<file path="src/rtl/wpi_pkg.sv">
`default_nettype none
// ----------------------------------------------------------------------------
// wpi_pkg
// Shared types and constants of the waypoint path interpolator.
// ----------------------------------------------------------------------------
package wpi_pkg;

    localparam int COORD_W   = 32;
    localparam int TIME_W    = 32;
    localparam int TGT_IN_W  = 4;
    localparam int PT_IN_W   = 6;
    // Path length field, wide enough for the largest supported path (64 points)
    localparam int LEN_MAX_W = 13;
    localparam int Q_DEPTH   = 4;
    localparam int Q_PTR_W   = 2;
    localparam int DVD_W     = 65;
    localparam int DSR_W     = 32;

    localparam logic [31:0] STEP_ONE = 32'h0001_0000;
    localparam logic [31:0] STEP_MIN = 32'd7;

    localparam logic CMD_LOAD  = 1'b0;
    localparam logic CMD_QUERY = 1'b1;

    localparam logic STATUS_OK  = 1'b0;
    localparam logic STATUS_ERR = 1'b1;

    // Classified work item
    typedef enum logic [1:0] {
        KIND_LOAD,
        KIND_QERR,
        KIND_QRUN
    } kind_t;

    typedef struct packed {
        kind_t                  kind;
        logic [TGT_IN_W-1:0]    target;
        logic [PT_IN_W-1:0]     point_index;
        logic [LEN_MAX_W-1:0]   len;
        logic [COORD_W-1:0]     coord_x;
        logic [COORD_W-1:0]     coord_y;
        logic [TIME_W-1:0]      time_req;
    } q_item_t;

    // Queue status seen by both sides
    typedef struct packed {
        logic full;
        logic empty;
    } q_stat_t;

endpackage : wpi_pkg
`default_nettype wire

</file>
<file path="src/rtl/wpi_fifo.sv">
`default_nettype none
// ----------------------------------------------------------------------------
// wpi_fifo
// Short queue of classified items between the front and back parts.
// ----------------------------------------------------------------------------
module wpi_fifo
    import wpi_pkg::*;
(
    input  wire logic    aclk,
    input  wire logic    aresetn,
    input  wire logic    push,
    input  wire q_item_t push_item,
    input  wire logic    pop,
    output q_item_t      head_item,
    output q_stat_t      stat
);

    q_item_t            mem_reg [Q_DEPTH];
    logic [Q_PTR_W-1:0] wr_ptr_reg;
    logic [Q_PTR_W-1:0] rd_ptr_reg;
    logic [Q_PTR_W:0]   count_reg;

    assign head_item  = mem_reg[rd_ptr_reg];
    assign stat.full  = count_reg == (Q_PTR_W + 1)'(Q_DEPTH);
    assign stat.empty = count_reg == '0;

    always_ff @(posedge aclk) begin
        if (push) begin
            mem_reg[wr_ptr_reg] <= push_item;
        end
    end

    always_ff @(posedge aclk) begin
        if (!aresetn) begin
            wr_ptr_reg <= '0;
            rd_ptr_reg <= '0;
            count_reg  <= '0;
        end else begin
            if (push) begin
                wr_ptr_reg <= wr_ptr_reg + 1'b1;
            end
            if (pop) begin
                rd_ptr_reg <= rd_ptr_reg + 1'b1;
            end
            unique case ({push, pop})
                2'b10:   count_reg <= count_reg + 1'b1;
                2'b01:   count_reg <= count_reg - 1'b1;
                default: count_reg <= count_reg;
            endcase
        end
    end

endmodule : wpi_fifo
`default_nettype wire

</file>
<file path="config.mk">
export PLATFORM = sky130hd
export DESIGN_NAME = wpi_fifo
export DESIGN_NICKNAME = d
export VERILOG_FILES = /design/src/rtl/wpi_pkg.sv /design/src/rtl/wpi_fifo.sv
export SDC_FILE = /design/constraint.sdc
export NUM_CORES = 1
export LEC_CHECK = 0
export ABC_AREA = 1
export ABC_CLOCK_PERIOD_IN_PS = 10700
export BUFFER_PORTS_ARGS = -buffer_cell sky130_fd_sc_hd__buf_2
export CORE_ASPECT_RATIO = 0.5
export CORE_UTILIZATION = 50
export CTS_CLUSTER_DIAMETER = 40
export DETAILED_ROUTE_END_ITERATION = 12
export PLACE_DENSITY = 0.71
export SKIP_LAST_GASP = 1
export SLEW_MARGIN = 25
export SYNTH_ARGS = -nofsm -noshare
export SYNTH_HDL_FRONTEND = slang
export SYNTH_SLANG_ARGS = --single-unit
</file>
<file path="constraint.sdc">
create_clock -name aclk -period 10.7 [get_ports aclk]
set_input_delay 0.535 -clock aclk [delete_from_list [all_inputs] [get_ports aclk]]
set_output_delay 0.535 -clock aclk [all_outputs]
set_load 0.01 [all_outputs]
</file>
Word-level counts from Yosys, hierarchy flattened --
Memories as Yosys holds them, arrays and structs flattened. A register that Yosys moved wholly into a read port is not among the register bits. Cells that the tools add are included.
Word-level totals: register bits after elaboration 7, RAM bits 484, input port bits 125, output and inout bits 123, logic and storage cells 18, memories kept 1
Memories:
- mem_reg | depth 4, bits a word 121, read ports 1, clocked after Yosys merged registers in 1, wr ports 1, RTL line wpi_fifo.sv:18 | q_item_t mem_reg [Q_DEPTH];
Operators by class: $add $sub $neg 4, equality and inequality tests 3, muxes and demuxes 5, reductions and logical operators 2
Operator list (number):
- $pmux 3 s2 | 1
- $add 2x1->2 const B | 2
- $mux 2 | 2
- $add 3x1->3 const B | 1
- $eq 3x3->1 const B | 1
- $logic_not 3->1 | 1
- $sub 3x1->3 const B | 1
- $eq 2x1->1 const B | 1
- $eq 2x2->1 const B | 1
- $mux 1 | 2
- $reduce_bool 2->1 | 1

Depth between registers and ports, before layout --
Gate-level depths: netlist of run 1.
depth after elaboration 3, mapped depth 10, depth with buffers taken out 10

Worst setup path before layout of run 1 --
OpenSTA, ideal clock, no wires.
path kind reg-to-reg, start point reg wr_ptr_reg[0], end point mem mem_reg[2][0] in the netlist's numbering (enable), library setup time 0.474 ns, arrival time 2.920 ns, required time 10.226 ns, path slack 7.306 ns, stages on the path, launching flop included 5, buffers on the path 0, clock period less this slack 3.394 ns, cells stage by stage dfxtp_1 -> inv_1 -> ha_1 -> nand2_1 -> inv_1
RTL lines:
- start: declaration | RTL line wpi_fifo.sv:19 | logic [Q_PTR_W-1:0] wr_ptr_reg;
- start signal: assignment | RTL line wpi_fifo.sv:40 | wr_ptr_reg <= wr_ptr_reg + 1'b1;
- end: declaration | RTL line wpi_fifo.sv:18
No word-level cell before the write port.

==> qor.yml, run 1 <==
synthesis:
  yosys.area.top_type: "edfxtp_1"
  synthTopCellsByArea: "edfxtp_1, o21ai_0, nor2_1"
  syn_area_sq_mm: 0.0183
  synth_cell_types: 21
  synth_cells: 1227
  yosysSeqAreaShare_pct: 80.3
  yosys_warnings: 0
  netlist.area_leader.share_pct: 79.3
  synth_edf_count: 484
  synthArstFlopShare_pct: 0
  syn_nets: 1358
  ys_ff_latch: 493
  synthFlopType: "edfxtp_1"
  syn_area_per_cell_sq_um: 14.9
die:
  die_h_microns: 137
  die_x_microns: 273
  boundaryPins: 248
  rows: 49
  core_sq_mm: 0.0360
  start_util_pct: 50.9
  dieArea_sq_mm: 0.0374
timing:
  fin_hold_ws_ns: 0.185
  slew_headroom_pct: 30.5
  setup_violations: 0
  hold_violations: 0
  rsz0062_at_grt: "false"
  post-route-period-util_pct: 36.4
  tns_ns: 0
  timing.final.crit_period_ns: 3.90
  finalClockSkew_ns: 0.0159
  tightest_slew_ns: 1.04
  max_freq_ghz: 0.257
  drv_slew: 0
clock_tree:
  numClockSinks: 493
  clkLatencyLatePin_ns: 0.56
  root_buffer: "clkbuf_16"
  htree_levels: 2
  post_cts_resized: 0
  numCtsBuffers: 44
  cts_max_path_buffers: 3
  cts_tree: "done"
  postCtsSetupRepairBufs: 0
  clkSlewWorstSetupHoldPaths_ns: 0.07
  hold_buffers: 0
final_layout:
  largest_reg_flops: 484
  syn_to_final_growth_pct: 16.0
  final_nets: 1581
  drive_gt1_share_pct: 22.4
  layout_commonest_cell: "edfxtp_1"
  post-route-util_pct: 59.0
  final_cell_mix: "edfxtp_1, buf_2, nor2_1, o21ai_0, o22ai_1"
pwr:
  powerDensity_mw_per_mm2: 195
  p_leak_nw: 7.35
  peakVddDrop_mv: 0.115
global_routing:
  grt_pass1_wl_microns: 59900
  grt_max_degree: 197
  grt_usage_pct: 20.8
  gr-total-overflow: 0
  grt_pass1_vias: 10700
  grt_antenna_before_repair: 7
placement:
  dpl.hpwl_microns: 22100
  place_congestion: 0.758
  port_buffers: 247
worst_hold_path:
  holdCritStartpoint: "push_item[42]"
  whs_endpoint: "mem_reg[2][42]$_DFFE_PP_"
  min_path_type: "input pin to flop"
  hold_depth: 1
detailed_routing:
  route.detailed.drc: 0
  ant_nets: 0
  first_pass_iters: 5
  vias_per_cell: 5.60
  avgRoutedWirePerCell_microns: 20.5
  vias: 11100
  drt_wl_total_microns: 40500
  drtIter0Drc: 973
flow_run:
  maxCapViolCount: 0
status:
  outcome: "finished, final reports clean"
critical_path:
  r2r-end: "mem_reg[2][91]$_DFFE_PP_"
  path_cells: "inv_6 > buf_16 > buf_4 > o21ai_0 > o22ai_1 > buf_2"
  ff2ff_setup_slack_ns: 8.03
  cp_slowest_cell: "buf_4"
  max_stage_delay_ns: 0.82
  r2r-start: "wr_ptr_reg[0]$_SDFFE_PN0P_"
  crit_required_ns: 10.17
  worstSetupEndpointType: "primary output"
  critPathLaunchType: "flop"
  r2r_cells: 5
  crit_type: "flop to primary output"
  cp.arrival_ns: 3.36
  crit_fanout: 100
-- layout make-up --
cell class	count	area (sq um)
flip-flops and latches	493	14700
well taps	484	606
clock inverters	32	256
multi-input cells	638	3080
clock buffers	49	1140
inverters	17	80.1
diodes	9	22.5
fillers	2745	14700
repair buffers	256	1340
-- metrics by stage --
step / std cells / cell area (sq um) / power [W] / setup WS (ns)
2_1_floorplan: 1227 / 18300 / 0.00248 / 7.31
3_3_place_gp: 1887 / 19800 / 0.00262 / 7.39
3_5_place_dp: 1887 / 19800 / 0.00264 / 7.28
4_1_cts: 1968 / 21200 / 0.00416 / 6.69
5_1_grt: 1975 / 21200 / 0.00427 / 6.56
6_report: 1978 / 21200 / 0.00414 / 6.80
-- cell families (layout without fill, tap and decap cells) --
logic type	Yosys count	after routing	synth area share [%]
flops	493	493	80.3
compound gates	374	374	11.0
simple gates	258	258	5.32
buf+inv	96	354	2.85
fa+ha+maj	6	6	0.451
other cells	0	9	0
-- cells in the mapped netlist, types with 5 or more instances --
| cell | count |
|---|---|
| a21oi_1 | 5 |
| o22ai_1 | 121 |
| nand2_1 | 9 |
| nor2_1 | 245 |
| buf_2 | 30 |
| dfxtp_1 | 9 |
| ha_1 | 5 |
| o21ai_0 | 233 |
| inv_1 | 15 |
| buf_6 | 14 |
| edfxtp_1 | 484 |
| o21ai_1 | 15 |
| clkbuf_1 | 28 |
-- power by group --
part	leakage, nW	internal [W]	switching, W
sequential	4.52	0.00221	0.0000265
combinational	2.14	0.000115	0.000247
clock	0.693	0.000850	0.000691
total	7.35	0.00317	0.000965
-- per-layer routing --
| layer | up-vias | track usage, % | part of all wire (%) |
|---|---|---|---|
| met3 | 67 | 3.83 | 4.5 |
| met1 | 5609 | 26.2 | 41 |
| met5 | - | 0 | 0 |
| met2 | 302 | 36.4 | 52 |
| met4 | 0 | 7.68 | 2.5 |
| li1 | 5104 | - | - |
-- worst max path at each step --
stage | endpoint | slack [ns] | depth (start not counted)
3_5_place_dp | head_item[111] | 7.28 | 5
5_1_grt | head_item[108] | 6.56 | 6
3_3_place_gp | head_item[117] | 7.39 | 5
4_1_cts | head_item[113] | 6.69 | 5
6_report | head_item[111] | 6.80 | 6
2_1_floorplan | mem_reg[2][0]$_DFFE_PP_ | 7.31 | 4
-- worst max-delay path: cells and delay by family, from the launching register on --
family,cells,cell delay (ns)
AO/OA/AOI/OAI,2,0.43
buffers and inverters,4,1.68
flip-flops,1,0.50
No activity file was read; power rests on OpenSTA's default activity.
==> run 2: changes to the inputs <==
Settings changed: ABC_CLOCK_PERIOD_IN_PS 10700 to 4100.
Clock period 10.7 ns to 4.1 ns, I/O delays scaled along.
==> qor.yml, run 2 (synthesis gave the netlist of run 1 again) <==
global_routing:
  grt_pass1_wl_microns: 62200
  grt_usage_pct: 21.6
  grt_pass1_vias: 11700
  grt_max_degree: 243
  gr-total-overflow: 0
  grt_antenna_before_repair: 5
critical_path:
  worstSetupEndpointType: "primary output"
  r2r-end: "mem_reg[3][83]$_DFFE_PP_"
  r2r_cells: 4
  cp.arrival_ns: 2.88
  critPathLaunchType: "flop"
  crit_required_ns: 3.89
  crit_fanout: 48
  crit_type: "flop to primary output"
  ff2ff_setup_slack_ns: 1.94
  r2r-start: "wr_ptr_reg[0]$_SDFFE_PN0P_"
timing:
  drv_slew: 0
  max_freq_ghz: 0.325
  tns_ns: 0
  tightest_slew_ns: 1.05
  timing.final.crit_period_ns: 3.08
  slew_headroom_pct: 29.8
  rsz0062_at_grt: "false"
  post-route-period-util_pct: 75.1
  finalClockSkew_ns: 0.0153
  hold_violations: 0
  setup_violations: 0
die:
  dieArea_sq_mm: 0.0374
  start_util_pct: 50.9
  die_x_microns: 273
  boundaryPins: 248
  core_sq_mm: 0.0360
  die_h_microns: 137
  rows: 49
final_layout:
  final_cells: 2102
  layout_commonest_cell: "edfxtp_1"
  drive_gt1_share_pct: 20.9
  final_cell_mix: "edfxtp_1, buf_2, nor2_1, o21ai_0, dlygate4sd3_1"
  post-route-util_pct: 62.8
  final_nets: 1710
  largest_reg_flops: 484
  syn_to_final_growth_pct: 23.4
placement:
  dpl.hpwl_microns: 22600
  dpl.cell_count: 1894
  place_congestion: 0.786
  port_buffers: 247
clock_tree:
  root_buffer: "clkbuf_16"
  clkLatencyLatePin_ns: 0.55
  postCtsSetupRepairBufs: 0
  numCtsBuffers: 44
  htree_levels: 2
  cts_max_path_buffers: 3
  cts_tree: "done"
  numClockSinks: 493
  clkSlewWorstSetupHoldPaths_ns: 0.06
pwr:
  seqPwrFrac_pct: 52.9
  clock_power_share_pct: 37.3
  p_sw_share_pct: 22.8
  powerDensity_mw_per_mm2: 486
  power.internal_w: 0.00848
  p_leak_nw: 7.92
  p_sw_w: 0.00251
  peakVddDrop_mv: 0.245
  comb_power_share_pct: 9.8
detailed_routing:
  first_pass_iters: 5
  vias_per_cell: 5.50
  vias: 11600
  avgRoutedWirePerCell_microns: 19.7
  drt_wl_total_microns: 41500
  drtIter0Drc: 777
  route.detailed.drc: 0
  ant_nets: 0
worst_hold_path:
  hold_depth: 3
  whs_endpoint: "wr_ptr_reg[1]$_SDFFE_PN0P_"
  min_path_type: "input pin to flop"
  holdCritStartpoint: "push"
flow_run:
  maxCapViolCount: 0
status:
  outcome: "finished, final reports clean"
-- run 2: final cells by class --
cell class / count / area (sq um)
Tap cell: 484 / 606
Multi-Input combinational cell: 638 / 3080
Timing Repair Buffer: 385 / 2670
Fill cell: 2579 / 13400
Clock inverter: 30 / 294
Clock buffer: 50 / 1140
Sequential cell: 493 / 14700
Antenna cell: 5 / 12.5
Inverter: 17 / 80.1
-- run 2: what timing repair did --
action | CTS | global route
endpoints found under the hold margin | 492 | 0
hold buffers | 123 | 0
resized for setup | 0 | 0
-- run 2: routing by layer --
metal	track usage [%]	vias to the layer above	routed length, microns
met5	0	-	0
met4	8.02	0	1090
met3	3.90	80	1940
met2	39.4	313	22100
met1	25.7	5816	16300
li1	-	5343	-
-- run 2: critical path: stages, from the launching register on --
cell and delay [ns]:
dfxtp_4 0.57, buf_4 0.52, buf_4 0.52, o21ai_0 0.22, o22ai_1 0.27, buf_2 0.18
-- run 2: power groups by stage --
stage               clock [W]  sequential (W)  combinational, W
finish                0.00410         0.00581           0.00108
global route          0.00437         0.00583           0.00117
floorplan                   0         0.00592          0.000545
global placement            0         0.00591          0.000949
detailed placement          0         0.00592          0.000978
CTS                   0.00416         0.00581           0.00108
-- run 2: how the worst max path moves through the flow --
stage | startpoint | end | cells past startpoint
floorplan | wr_ptr_reg[0]$_SDFFE_PN0P_ | mem_reg[2][0]$_DFFE_PP_ | 4
detailed placement | flop | head_item[85] | 5
finish | flop | head_item[47] | 5
global route | flop | head_item[47] | 5
global placement | flop | head_item[53] | 5
CTS | flop | head_item[94] | 5
-- run 2: through the flow --
| stage | total power (W) | cell area (sq um) | hold WS, ns | setup WS [ns] |
|---|---|---|---|---|
| 2_1_floorplan | 0.00647 | 18300 | 0.304 | 0.706 |
| 3_3_place_gp | 0.00686 | 19900 | 0.412 | 1.66 |
| 3_5_place_dp | 0.00690 | 19900 | 0.421 | 1.64 |
| 4_1_cts | 0.0111 | 22600 | 0.0190 | 1.07 |
| 5_1_grt | 0.0114 | 22600 | 0.0533 | 0.853 |
| 6_report | 0.0110 | 22600 | 0.0370 | 1.02 |
