<file path="src/rtl/wpi_pkg.sv">
`default_nettype none
// ----------------------------------------------------------------------------
// wpi_pkg
// Shared types and constants of the waypoint path interpolator.
// ----------------------------------------------------------------------------
package wpi_pkg;

    localparam int COORD_W   = 32;
    localparam int TIME_W    = 32;
    localparam int TGT_IN_W  = 4;
    localparam int PT_IN_W   = 6;
    // Path length field, wide enough for the largest supported path (64 points)
    localparam int LEN_MAX_W = 13;
    localparam int Q_DEPTH   = 4;
    localparam int Q_PTR_W   = 2;
    localparam int DVD_W     = 65;
    localparam int DSR_W     = 32;

    localparam logic [31:0] STEP_ONE = 32'h0001_0000;
    localparam logic [31:0] STEP_MIN = 32'd7;

    localparam logic CMD_LOAD  = 1'b0;
    localparam logic CMD_QUERY = 1'b1;

    localparam logic STATUS_OK  = 1'b0;
    localparam logic STATUS_ERR = 1'b1;

    // Classified work item
    typedef enum logic [1:0] {
        KIND_LOAD,
        KIND_QERR,
        KIND_QRUN
    } kind_t;

    typedef struct packed {
        kind_t                  kind;
        logic [TGT_IN_W-1:0]    target;
        logic [PT_IN_W-1:0]     point_index;
        logic [LEN_MAX_W-1:0]   len;
        logic [COORD_W-1:0]     coord_x;
        logic [COORD_W-1:0]     coord_y;
        logic [TIME_W-1:0]      time_req;
    } q_item_t;

    // Queue status seen by both sides
    typedef struct packed {
        logic full;
        logic empty;
    } q_stat_t;

endpackage : wpi_pkg
`default_nettype wire

</file>
<file path="src/rtl/wpi_front.sv">
`default_nettype none
// ----------------------------------------------------------------------------
// wpi_front
// Accepts input beats, keeps the path lengths and classifies each item.
// ----------------------------------------------------------------------------
module wpi_front
    import wpi_pkg::*;
#(
    parameter int NUM_TARGETS = 16,
    parameter int MAX_POINTS  = 64
) (
    input  wire logic                aclk,
    input  wire logic                aresetn,
    input  wire logic                s_valid,
    output logic                     s_ready,
    input  wire logic                s_cmd,
    input  wire logic [TGT_IN_W-1:0] s_target,
    input  wire logic [PT_IN_W-1:0]  s_point_index,
    input  wire logic                s_last_point,
    input  wire logic [COORD_W-1:0]  s_coord_x,
    input  wire logic [COORD_W-1:0]  s_coord_y,
    input  wire logic [TIME_W-1:0]   s_time_req,
    input  wire q_stat_t             q_stat,
    output logic                     q_push,
    output q_item_t                  q_item
);

    localparam int TGT_W = (NUM_TARGETS > 1) ? $clog2(NUM_TARGETS) : 1;
    localparam int LEN_W = $clog2(MAX_POINTS + 1);

    logic [LEN_W-1:0] path_len_reg [NUM_TARGETS];

    logic [8:0]       tgt_ext;
    logic [12:0]      pt_ext;
    logic             tgt_ok;
    logic             pt_ok;
    logic [TGT_W-1:0] tgt_idx;
    logic [LEN_W-1:0] len_cur;
    logic             accept;
    logic             load_ok;

    // Range checks on the slot
    always_comb begin
        tgt_ext = 9'(s_target);
        pt_ext  = 13'(s_point_index);
        tgt_ok  = tgt_ext < 9'(NUM_TARGETS);
        pt_ok   = pt_ext < 13'(MAX_POINTS);
        tgt_idx = tgt_ext[TGT_W-1:0];
        len_cur = tgt_ok ? path_len_reg[tgt_idx] : '0;
    end

    assign s_ready = !q_stat.full;
    assign accept  = s_valid && s_ready;
    assign load_ok = (s_cmd == CMD_LOAD) && tgt_ok && pt_ok;
    // Loads to a bad slot are dropped here
    assign q_push  = accept && ((s_cmd == CMD_QUERY) || load_ok);

    // Classify
    always_comb begin
        q_item.target      = s_target;
        q_item.point_index = s_point_index;
        q_item.len         = LEN_MAX_W'(len_cur);
        q_item.coord_x     = s_coord_x;
        q_item.coord_y     = s_coord_y;
        q_item.time_req    = s_time_req;
        if (s_cmd == CMD_LOAD) begin
            q_item.kind = KIND_LOAD;
        end else if (!tgt_ok || (len_cur == '0)) begin
            q_item.kind = KIND_QERR;
        end else begin
            q_item.kind = KIND_QRUN;
        end
    end

    // Path length table
    always_ff @(posedge aclk) begin
        if (!aresetn) begin
            for (int i = 0; i < NUM_TARGETS; i++) begin
                path_len_reg[i] <= '0;
            end
        end else if (accept && load_ok && s_last_point) begin
            path_len_reg[tgt_idx] <= LEN_W'(pt_ext + 13'd1);
        end
    end

endmodule : wpi_front
`default_nettype wire

</file>
<file path="config.mk">
export PLATFORM = sky130hd
export DESIGN_NAME = wpi_front
export DESIGN_NICKNAME = d
export VERILOG_FILES = /design/src/rtl/wpi_pkg.sv /design/src/rtl/wpi_front.sv
export SDC_FILE = /design/constraint.sdc
export NUM_CORES = 1
export LEC_CHECK = 0
export BUFFER_PORTS_ARGS = -buffer_cell sky130_fd_sc_hd__buf_4
export CORE_ASPECT_RATIO = 1.25
export CORE_MARGIN = 2
export CORE_UTILIZATION = 44
export CTS_CLUSTER_DIAMETER = 150
export DETAILED_ROUTE_END_ITERATION = 10
export PLACE_DENSITY = 0.77
export SLEW_MARGIN = 0
export SYNTH_ARGS = -nofsm -noshare
export SYNTH_HDL_FRONTEND = slang
export SYNTH_SLANG_ARGS = --single-unit
</file>
<file path="constraint.sdc">
create_clock -name aclk -period 1.7 [get_ports aclk]
set_input_delay 0.085 -clock aclk [delete_from_list [all_inputs] [get_ports aclk]]
set_output_delay 0.085 -clock aclk [all_outputs]
set_load 0.005 [all_outputs]
</file>
After elaboration in Yosys (flattened, before gate mapping). Memories as Yosys holds them, arrays and structs flattened. Cells that the tools add are included. W data, S select, Z words.

Memory bits (writable): 112. Output and inout port bits: 123. Input port bits: 113. Register bits after elaboration: 0. Memories: 1.

Reductions and logical operators: 6. Add/sub/neg operators: 1. Bitwise logic cells: 1. Muxes and demuxes: 9.

Memory list: path_len_reg (words 16, bits a word 7, rd ports 1, clocked after Yosys merged registers in 0, write ports 16, RTL line wpi_front.sv:31) `logic [LEN_W-1:0] path_len_reg [NUM_TARGETS];`.

Operator list (number): $add A6 B1 Y7 const B (1); $logic_not A7 Y1 (1); $mux W7 (1); $reduce_or A7 Y1 (1); $mux W1 (5); $mux W2 (2); $mux W4 (1); $logic_and A1 B1 Y1 (3); $logic_not A1 Y1 (1); $not A1 Y1 (1).

Longest topological paths before layout. Gate-level depths: netlist of the first run.

Depth after elaboration: 9. Gate-level depth with buffers: 7.

Worst setup path after synthesis of the first run. Ideal clock, no wire load.

Path type: input -> output. Start point: in s_target[0]. End point: out q_item[119] in the netlist's numbering. Cell stages on the path: 7. Buffers on the path: 2. Data required time: 1.615 ns. Path slack: -0.038 ns. Data arrival time: 1.653 ns. Cells stage by stage: buf_6 > buf_2 > mux4_2 > a22oi_1 > nand2_1 > nor4_2 > and3_1.

RTL lines: start, declared (RTL line wpi_front.sv:17) `input wire logic [TGT_IN_W-1:0] s_target,`; end, declared (RTL line wpi_front.sv:25) `output q_item_t q_item`.

==> results of run 1 <==
cell families (layout without fill, tap and decap cells):
group | count (synthesis) | after routing | synth area share [%]
buffers and inverters | 136 | 126 | 16.4
AND/OR/NAND/NOR | 170 | 170 | 11.8
XOR/XNOR | 4 | 4 | 0.600
multiplexers | 28 | 28 | 11.4
other | 1 | 6 | 0.0642
AO/OA/AOI/OAI | 15 | 15 | 1.93
flip-flops | 112 | 112 | 57.6
adder cells (fa/ha/maj) | 1 | 1 | 0.214
power breakdown:
group / internal [mW] / switching, mW / leakage [nW]
Sequential: 3.17 / 0.0424 / 1.06
Combinational: 0.382 / 0.385 / 1.17
Clock: 0.987 / 0.935 / 0.132
metal layers:
layer,GRT usage (%),share of wire (%),wire length [um]
met3,6.80,10,1320
met1,23.9,37,4810
met4,9.88,4.0,531
met5,0,0,0
met2,29.9,49,6470
cells in the mapped netlist, drive strengths merged (2+ instances only):
cell,n
nand3,3
nand2,40
and3,3
xor2,3
nor2,113
clkbuf,16
and3b,2
a22oi,14
inv,2
buf,118
nor2b,3
mux4,28
edfxtp,112
how the worst min path moves through the flow:
stage                     start                  to  cells past startpoint
2_1_floorplan         q_stat[1]             s_ready                      1
5_1_grt        s_point_index[0]  path_len_reg[7][0]                      2
3_5_place_dp     s_time_req[10]          q_item[10]                      0
4_1_cts        s_point_index[0]  path_len_reg[7][0]                      2
6_report       s_point_index[0]  path_len_reg[7][0]                      2
3_3_place_gp     s_time_req[10]          q_item[10]                      0
stage by stage:
stage | std cells | setup slack [ns] | util [%] | power (mW) | hold WS (ns)
after global placement | 615 | -0.552 | 45.8 | 3.92 | 0.170
final | 633 | -0.639 | 48.8 | 5.90 | 0.0886
after CTS | 632 | -0.618 | 48.3 | 5.87 | 0.0788
after global routing | 633 | -0.732 | 48.8 | 6.07 | 0.0882
after floorplan | 472 | 0.0368 | - | 3.78 | 0.197
after detailed placement | 615 | -0.618 | 45.8 | 3.95 | 0.170
cell type report:
cell class | count | area share (%)
sequential | 112 | 52.6
multi-input combinational | 224 | 25.0
timing repair buffer | 108 | 14.8
clock buffer | 10 | 3.58
tap | 171 | 3.34
clock inverter | 6 | 0.567
inverter | 2 | 0.117
repair_timing:
action	4_1_cts	5_1_grt
pin swaps	9	7
hold buffers	0	0
gates resized for setup	25	15
endpoints found under the setup margin	9	9
setup buffers	3	2
==> impl_metrics.tcl, run 1 <==
set metrics [dict create \
    pin_count 236 \
    crit_required_ns 1.62 \
    post-route-period-util_pct 138 \
    ys.warnings.count 0 \
    path_buf_inv 1 \
    p_per_area_nw_per_um2 922 \
    ys_seq_area_share_pct 57.6 \
    finalCriticalPeriod_ns 2.34 \
    diodes 0 \
    setup-tns-final_ns -2.94 \
    violations "setup timing" \
    grt_max_degree 31 \
    drive_above_1_share_pct 36.4 \
    place_area_um2 6010 \
    worst-setup-path-type "reg2out" \
    largest_register_ffs 112 \
    num_rows 47 \
    finalInstanceArea_um2 6400 \
    endpoint "q_item[119]" \
    crit_cells 6 \
    postSynthAreaPerCell_um2 12.5 \
    post_drt_wl_per_cell_um 20.7 \
    slowest_delay_ns 0.48 \
    slowest_stage "mux4_2" \
    crit_chain "mux4_2 -> a22oi_2 -> nand2_2 -> nor4_4 -> and3_4 -> buf_6" \
    place.gp.congestion 0.923 \
    status "finished with violations" \
    initialDrtViolationCount 237 \
    grt_util_all_layers_pct 19.3 \
    nNetsFinal 571 \
    drtAntennaViolNets 0 \
    hold_viol_final 0 \
    cts.clk_slew.worst_paths_ns 0.07 \
    ys_seq_elements 112 \
    grt_pass1_wl_um 20100 \
    yosys-top-cells-area "edfxtp_1, buf_4, mux4_2" \
    via_per_inst 5.52 \
    routed_wl_um 13100 \
    cts_made_buffers 9 \
    final_common_cell "nor2_1" \
    synth_top_area_cell "edfxtp_1" \
    drt_first_pass_iters 4 \
    setup_violations 9 \
    clockBufferDepth 2 \
    fp.dieW_um 107 \
    fill_cells 1105 \
    dieArea_um2 14200 \
    drc_errors 0 \
    synth_edf_count 112 \
    ys_dominant_reg_cell "edfxtp_1" \
    io_buffers 36 \
    fmax_mhz 428 \
    die_h_um 133 \
    syn-cell-area_um2 5840 \
    cp-end-kind "output port" \
    grt_pass1_vias 3568 \
    final_cell_mix "nor2_1, edfxtp_1, buf_4" \
    synthCells 467 \
    min_path_type "in2reg" \
    startpoint "path_len_reg[11][4]" \
    vias 3496 \
    report.final.slew_viol_count 0 \
    place_hpwl_um 9080 \
    cts.sinks 112 \
    maxCapViolCount 0 \
    ys_types 28 \
    multiInputGateArea_um2 1600 \
    core-area_um2 13100 \
    arrival_ns 2.25 \
    area_delta_synth_final_pct 9.55 \
    floorplan.initialDensity_pct 44.5 \
    antenna_found_initial 0 \
    crit_path_max_fanout 2 \
    yosys.area.top_type_share_pct 57.6 \
    worst_slack_ns -0.639 \
    cp_top_family "simple AND/OR/NAND/NOR gates" \
    crit_path_start_kind "flip-flop" \
    cts_tree "yes" \
    regArea_um2 3360 \
    rsz0062_at_grt "yes" \
    leakagePower_nw 2.36 \
    max-vdd-ir-drop_v 0.000429 \
    overflow 0 \
    clockRootBuffer "clkbuf_16" \
    async_flop_share_pct 0 \
    htreeDepth 3 \
]
(Power assumes the default switching activity.)
==> run 2, diff against run 1 <==
Settings changed: SETUP_SLACK_MARGIN set to 0.1.
==> impl_metrics.tcl, run 2 (same netlist as run 1, synthesis figures left out) <==
set metrics [dict create \
    pin_count 236 \
    hold_viol_final 0 \
    routed_wl_um 12700 \
    postLayoutCoreUtil_pct 48.3 \
    largest_register_ffs 112 \
    num_rows 47 \
    crit_required_ns 1.62 \
    cp-end-kind "output port" \
    place.gp.congestion 0.807 \
    htreeDepth 3 \
    area_delta_synth_final_pct 8.38 \
    dieArea_um2 14200 \
    max-vdd-ir-drop_v 0.000557 \
    worst_slack_ns -0.531 \
    violations "setup timing" \
    total_power_mw 6.18 \
    post-route-period-util_pct 131 \
    antenna_found_initial 0 \
    fmax_mhz 448 \
    cts_hold_buf 0 \
    die_h_um 133 \
    initialDrtViolationCount 467 \
    min_path_type "in2out" \
    cts_tree "yes" \
    rsz0062_at_grt "yes" \
    diodes 0 \
    drc_errors 0 \
    core-area_um2 13100 \
    grt_util_all_layers_pct 18.3 \
    worst-setup-path-type "reg2out" \
    p_per_area_nw_per_um2 977 \
    grt_pass1_wl_um 19200 \
    cts.sinks 112 \
    nNetsFinal 555 \
    drive_above_1_share_pct 35.7 \
    cts_made_buffers 9 \
    leakagePower_nw 2.30 \
    status "finished with violations" \
    maxCapViolCount 0 \
    final_common_cell "nor2_1" \
    crit_path_max_fanout 2 \
    report.final.slew_viol_count 0 \
    timing.slew.headroom_pct 65.0 \
    clockBufferDepth 2 \
    grt_pass1_vias 3510 \
    via_per_inst 5.52 \
    place_hpwl_um 8640 \
    floorplan.initialDensity_pct 44.5 \
    io_buffers 36 \
    setup_violations 9 \
    fill_cells 1049 \
    drt_first_pass_iters 6 \
    grt_max_degree 32 \
    finalCriticalPeriod_ns 2.23 \
    tightest_slew_ns 0.525 \
    drtAntennaViolNets 0 \
    clockRootBuffer "clkbuf_16" \
    overflow 0 \
    vias 3403 \
    fp.dieW_um 107 \
    final_cell_mix "nor2_1, edfxtp_1, buf_4" \
    cts.clk_slew.worst_paths_ns 0.07 \
    crit_path_start_kind "flip-flop" \
    dp_slack_ns -0.555 \
    post_drt_wl_per_cell_um 20.6 \
    arrival_ns 2.15 \
]
-- run 2: area by class of cell --
class,count,area (um^2),share of cell area [%]
Inverter,2,7.51,0.119
Timing Repair Buffer,92,818,12.9
Multi-Input combinational cell,224,1610,25.4
Clock inverter,7,95.1,1.50
Clock buffer,9,225,3.56
Tap cell,171,214,3.38
Sequential cell,112,3360,53.1
-- run 2: what timing repair did --
| item | in CTS | in global routing |
|---|---|---|
| resized for setup | 24 | 17 |
| setup buffers | 3 | 1 |
| setup endpoints to repair | 9 | 9 |
| pin swaps | 4 | 3 |
-- run 2: layer usage --
metal	part of all wire [%]	track usage, %	up-vias
met1	33	20.5	1641
li1	-	-	1461
met3	11	6.01	55
met2	51	30.0	246
met4	5.1	11.4	0
met5	0	0	-
-- run 2: path summary, 6_finish.rpt --
check | from | end | slack [ns] | cells after the start
worst max-delay path | path_len_reg[14][3] | q_item[119] | -0.53 | 6
worst min-delay path | s_time_req[16] | q_item[16] | 0.17 | 0
-- run 2: power by group --
part / leakage (nW) / switching (mW) / internal (mW)
logic: 1.08 / 0.369 / 0.367
registers: 1.06 / 0.0474 / 3.17
clock network: 0.156 / 0.937 / 1.29
-- run 2: through the flow --
stage / hold WS, ns / TNS [ns] / std cells / instance area, um^2
finish: 0.170 / -2.53 / 617 / 6330
global route: 0.170 / -2.95 / 617 / 6330
CTS: 0.170 / -2.50 / 616 / 6250
detailed placement: 0.170 / -3.05 / 599 / 5860
global placement: 0.170 / -2.06 / 599 / 5860
floorplan: 0.197 / 0 / 472 / 5870
-- run 2: worst max-delay path: stages (launching register included) --
cell and delay (ns):
edfxtp_1 0.41, mux4_2 0.49, a22oi_2 0.22, nand2_2 0.13, nor4_4 0.27, and3_1 0.18, buf_4 0.10
==> run 3, diff against run 2 <==
Settings changed: ABC_AREA set to 1, CORE_UTILIZATION 44 to 45.
==> impl_metrics.tcl, run 3 <==
set metrics [dict create \
    drive_above_1_share_pct 19.6 \
    switching_share_pct 23.1 \
    fill_cells 1222 \
    ys_seq_area_share_pct 53.6 \
    maxCapViolCount 0 \
    crit_required_ns 1.62 \
    grt_util_all_layers_pct 18.6 \
    htreeDepth 3 \
    min_from "s_time_req[18]" \
    dieArea_um2 14900 \
    synthCells 728 \
    cts_tree "yes" \
    arrival_ns 1.75 \
    nNetsFinal 799 \
    crit_path_max_fanout 2 \
    ys.warnings.count 0 \
    crit_path_start_kind "flip-flop" \
    io_buffers 36 \
    p_int_mw 4.59 \
    highest_layer "met4" \
    num_rows 48 \
    max-vdd-ir-drop_v 0.000413 \
    rsz0062_at_grt "yes" \
    seq_power_share_pct 53.7 \
    worst-setup-path-type "reg2out" \
    fmax_mhz 546 \
    vias 4333 \
    route.met2.wl_um 7210 \
    combPwrFrac_pct 13.0 \
    synth_top_area_cell "edfxtp_1" \
    ys_seq_elements 112 \
    yosys-top-cells-area "edfxtp_1, nand2_1, buf_4" \
    initialDrtViolationCount 372 \
    power.clock.fraction_pct 33.2 \
    cts.clk_slew.worst_paths_ns 0.06 \
    slowest_stage "edfxtp_1" \
    min_path_type "in2out" \
    status "finished with violations" \
    fp.dieW_um 110 \
    whs_ns 0.170 \
    finalCriticalPeriod_ns 1.83 \
    setup_violations 4 \
    floorplan.initialDensity_pct 45.6 \
    clockBufferDepth 2 \
    routed_wl_um 13600 \
    power_switching_mw 1.38 \
    cts.sinks 112 \
    finalInstanceArea_um2 6590 \
    overflow 0 \
    post_drt_wl_per_cell_um 15.8 \
    area_delta_synth_final_pct 4.90 \
    post-route-period-util_pct 108 \
    clockRootBuffer "clkbuf_16" \
    die_h_um 136 \
    crit_chain "nand2_1 -> nand2_2 -> nand2_1 -> nand2_1 -> nand2_1 -> nand2_2 -> nor2_4 -> nand2_2 -> nor2_4 -> nand2_1 -> nor2_1 -> buf_4" \
    synth_edf_count 112 \
    yosys.area.top_type_share_pct 53.6 \
    drc_errors 0 \
    syn-cell-area_um2 6280 \
    violations "setup timing" \
    final_cell_mix "nand2_1, nor2_1, edfxtp_1" \
    drtAntennaViolNets 0 \
    worst_slack_ns -0.133 \
    slowest_delay_ns 0.39 \
    core-area_um2 13800 \
    place.gp.congestion 0.864 \
    final_common_cell "nand2_1" \
    wirelength_met1_um 4770 \
    async_flop_share_pct 0 \
    diodes 0 \
    synth_common_cells "nand2_1, nor2_1, buf_4, edfxtp_1, nand3_1" \
    postSynthAreaPerCell_um2 8.62 \
    pin_count 236 \
    ys_types 22 \
    hold_viol_final 0 \
    largest_register_ffs 112 \
    p_per_area_nw_per_um2 907 \
    via_per_inst 5.01 \
    routed-wl-met3_um 1190 \
    startpoint "path_len_reg[9][0]" \
    report.final.slew_viol_count 0 \
    antenna_found_initial 0 \
    grt_pass1_wl_um 20500 \
    ys_dominant_reg_cell "edfxtp_1" \
    cts_made_buffers 9 \
    path_common_cell "nand2_1" \
    grt_max_degree 52 \
    place_hpwl_um 9270 \
    cp-end-kind "output port" \
    leakagePower_nw 2.88 \
    synth.most_common_cell "nand2_1" \
    drt_first_pass_iters 5 \
    grt_pass1_vias 4104 \
    place_area_um2 6150 \
]
[run 3: cell count changes in the layout (fill, tap and decap cells not counted), sizes merged, moves of 3 or more]
| cell | change |
|---|---|
| nor2 | +13 |
| buf | -7 |
| nor3 | +3 |
| nand4 | +4 |
| nor2b | -3 |
| mux4 | -28 |
| nand2 | +252 |
| and3 | -3 |
| a22oi | -14 |
| inv | +15 |
| nand3 | +16 |
[run 3: layer usage]
layer,vias up,GRT usage [%]
li1,2089,-
met4,0,9.56
met5,-,1.43
met2,201,32.4
met1,2002,19.0
met3,41,7.29
[run 3: metrics by stage]
step	util (%)	worst slack [ns]	power, mW	instances	TNS (ns)
after detailed placement	44.7	0.0285	3.96	845	0
after CTS	47.3	-0.153	5.96	863	-0.247
after global placement	44.7	0.0261	3.94	845	0
after floorplan	-	0.289	3.87	733	0
after global routing	47.9	-0.279	6.20	865	-0.840
final	47.9	-0.133	5.97	865	-0.276
[run 3: logic make-up (layout without fill, tap and decap cells)]
logic type	after synthesis	count (layout)	synth area share, %
and+or+nand+nor	447	447	27.9
AOI/OAI and AO/OA	1	1	0.0797
adders and majority gates	1	1	0.199
DFF	112	112	53.6
xor gates and xnor gates	4	4	0.558
other	1	6	0.0597
buffers and inverters	162	119	17.6
[run 3: cell type report]
type	count	area, um^2	share of cell area [%]
clock buffers	11	233	3.53
flip-flops and latches	112	3360	51.1
inverters	18	72.6	1.10
repair buffers	85	731	11.1
well taps	175	219	3.33
multi-input cells	459	1920	29.1
clock inverters	5	47.5	0.722
[run 3: power groups by stage]
stage | combinational [mW] | clock (mW) | sequential, mW
final | 0.777 | 1.99 | 3.21
after global routing | 0.855 | 2.13 | 3.22
after CTS | 0.733 | 2.01 | 3.21
after detailed placement | 0.688 | 0 | 3.27
after global placement | 0.682 | 0 | 3.26
after floorplan | 0.612 | 0 | 3.25
[run 3: path summary, 6_finish.rpt]
kind	to	depth (start not counted)
worst max-delay path	q_item[119]	12
worst min-delay path	q_item[18]	0
[run 3: critical path, delay by kind of cell, from the launching register on]
family                 cells  cell delay (ns)
and+or+nand+nor           11             0.90
DFF                        1             0.39
buffers and inverters      1             0.11
[run 3: what timing repair did]
action / in CTS / in global routing
endpoints found under the setup margin: 7 / 8
gates resized for setup: 20 / 24
hold buffers: 0 / 0
gates cloned: 0 / 0
buffers inserted: 4 / 2
pin swaps: 11 / 10
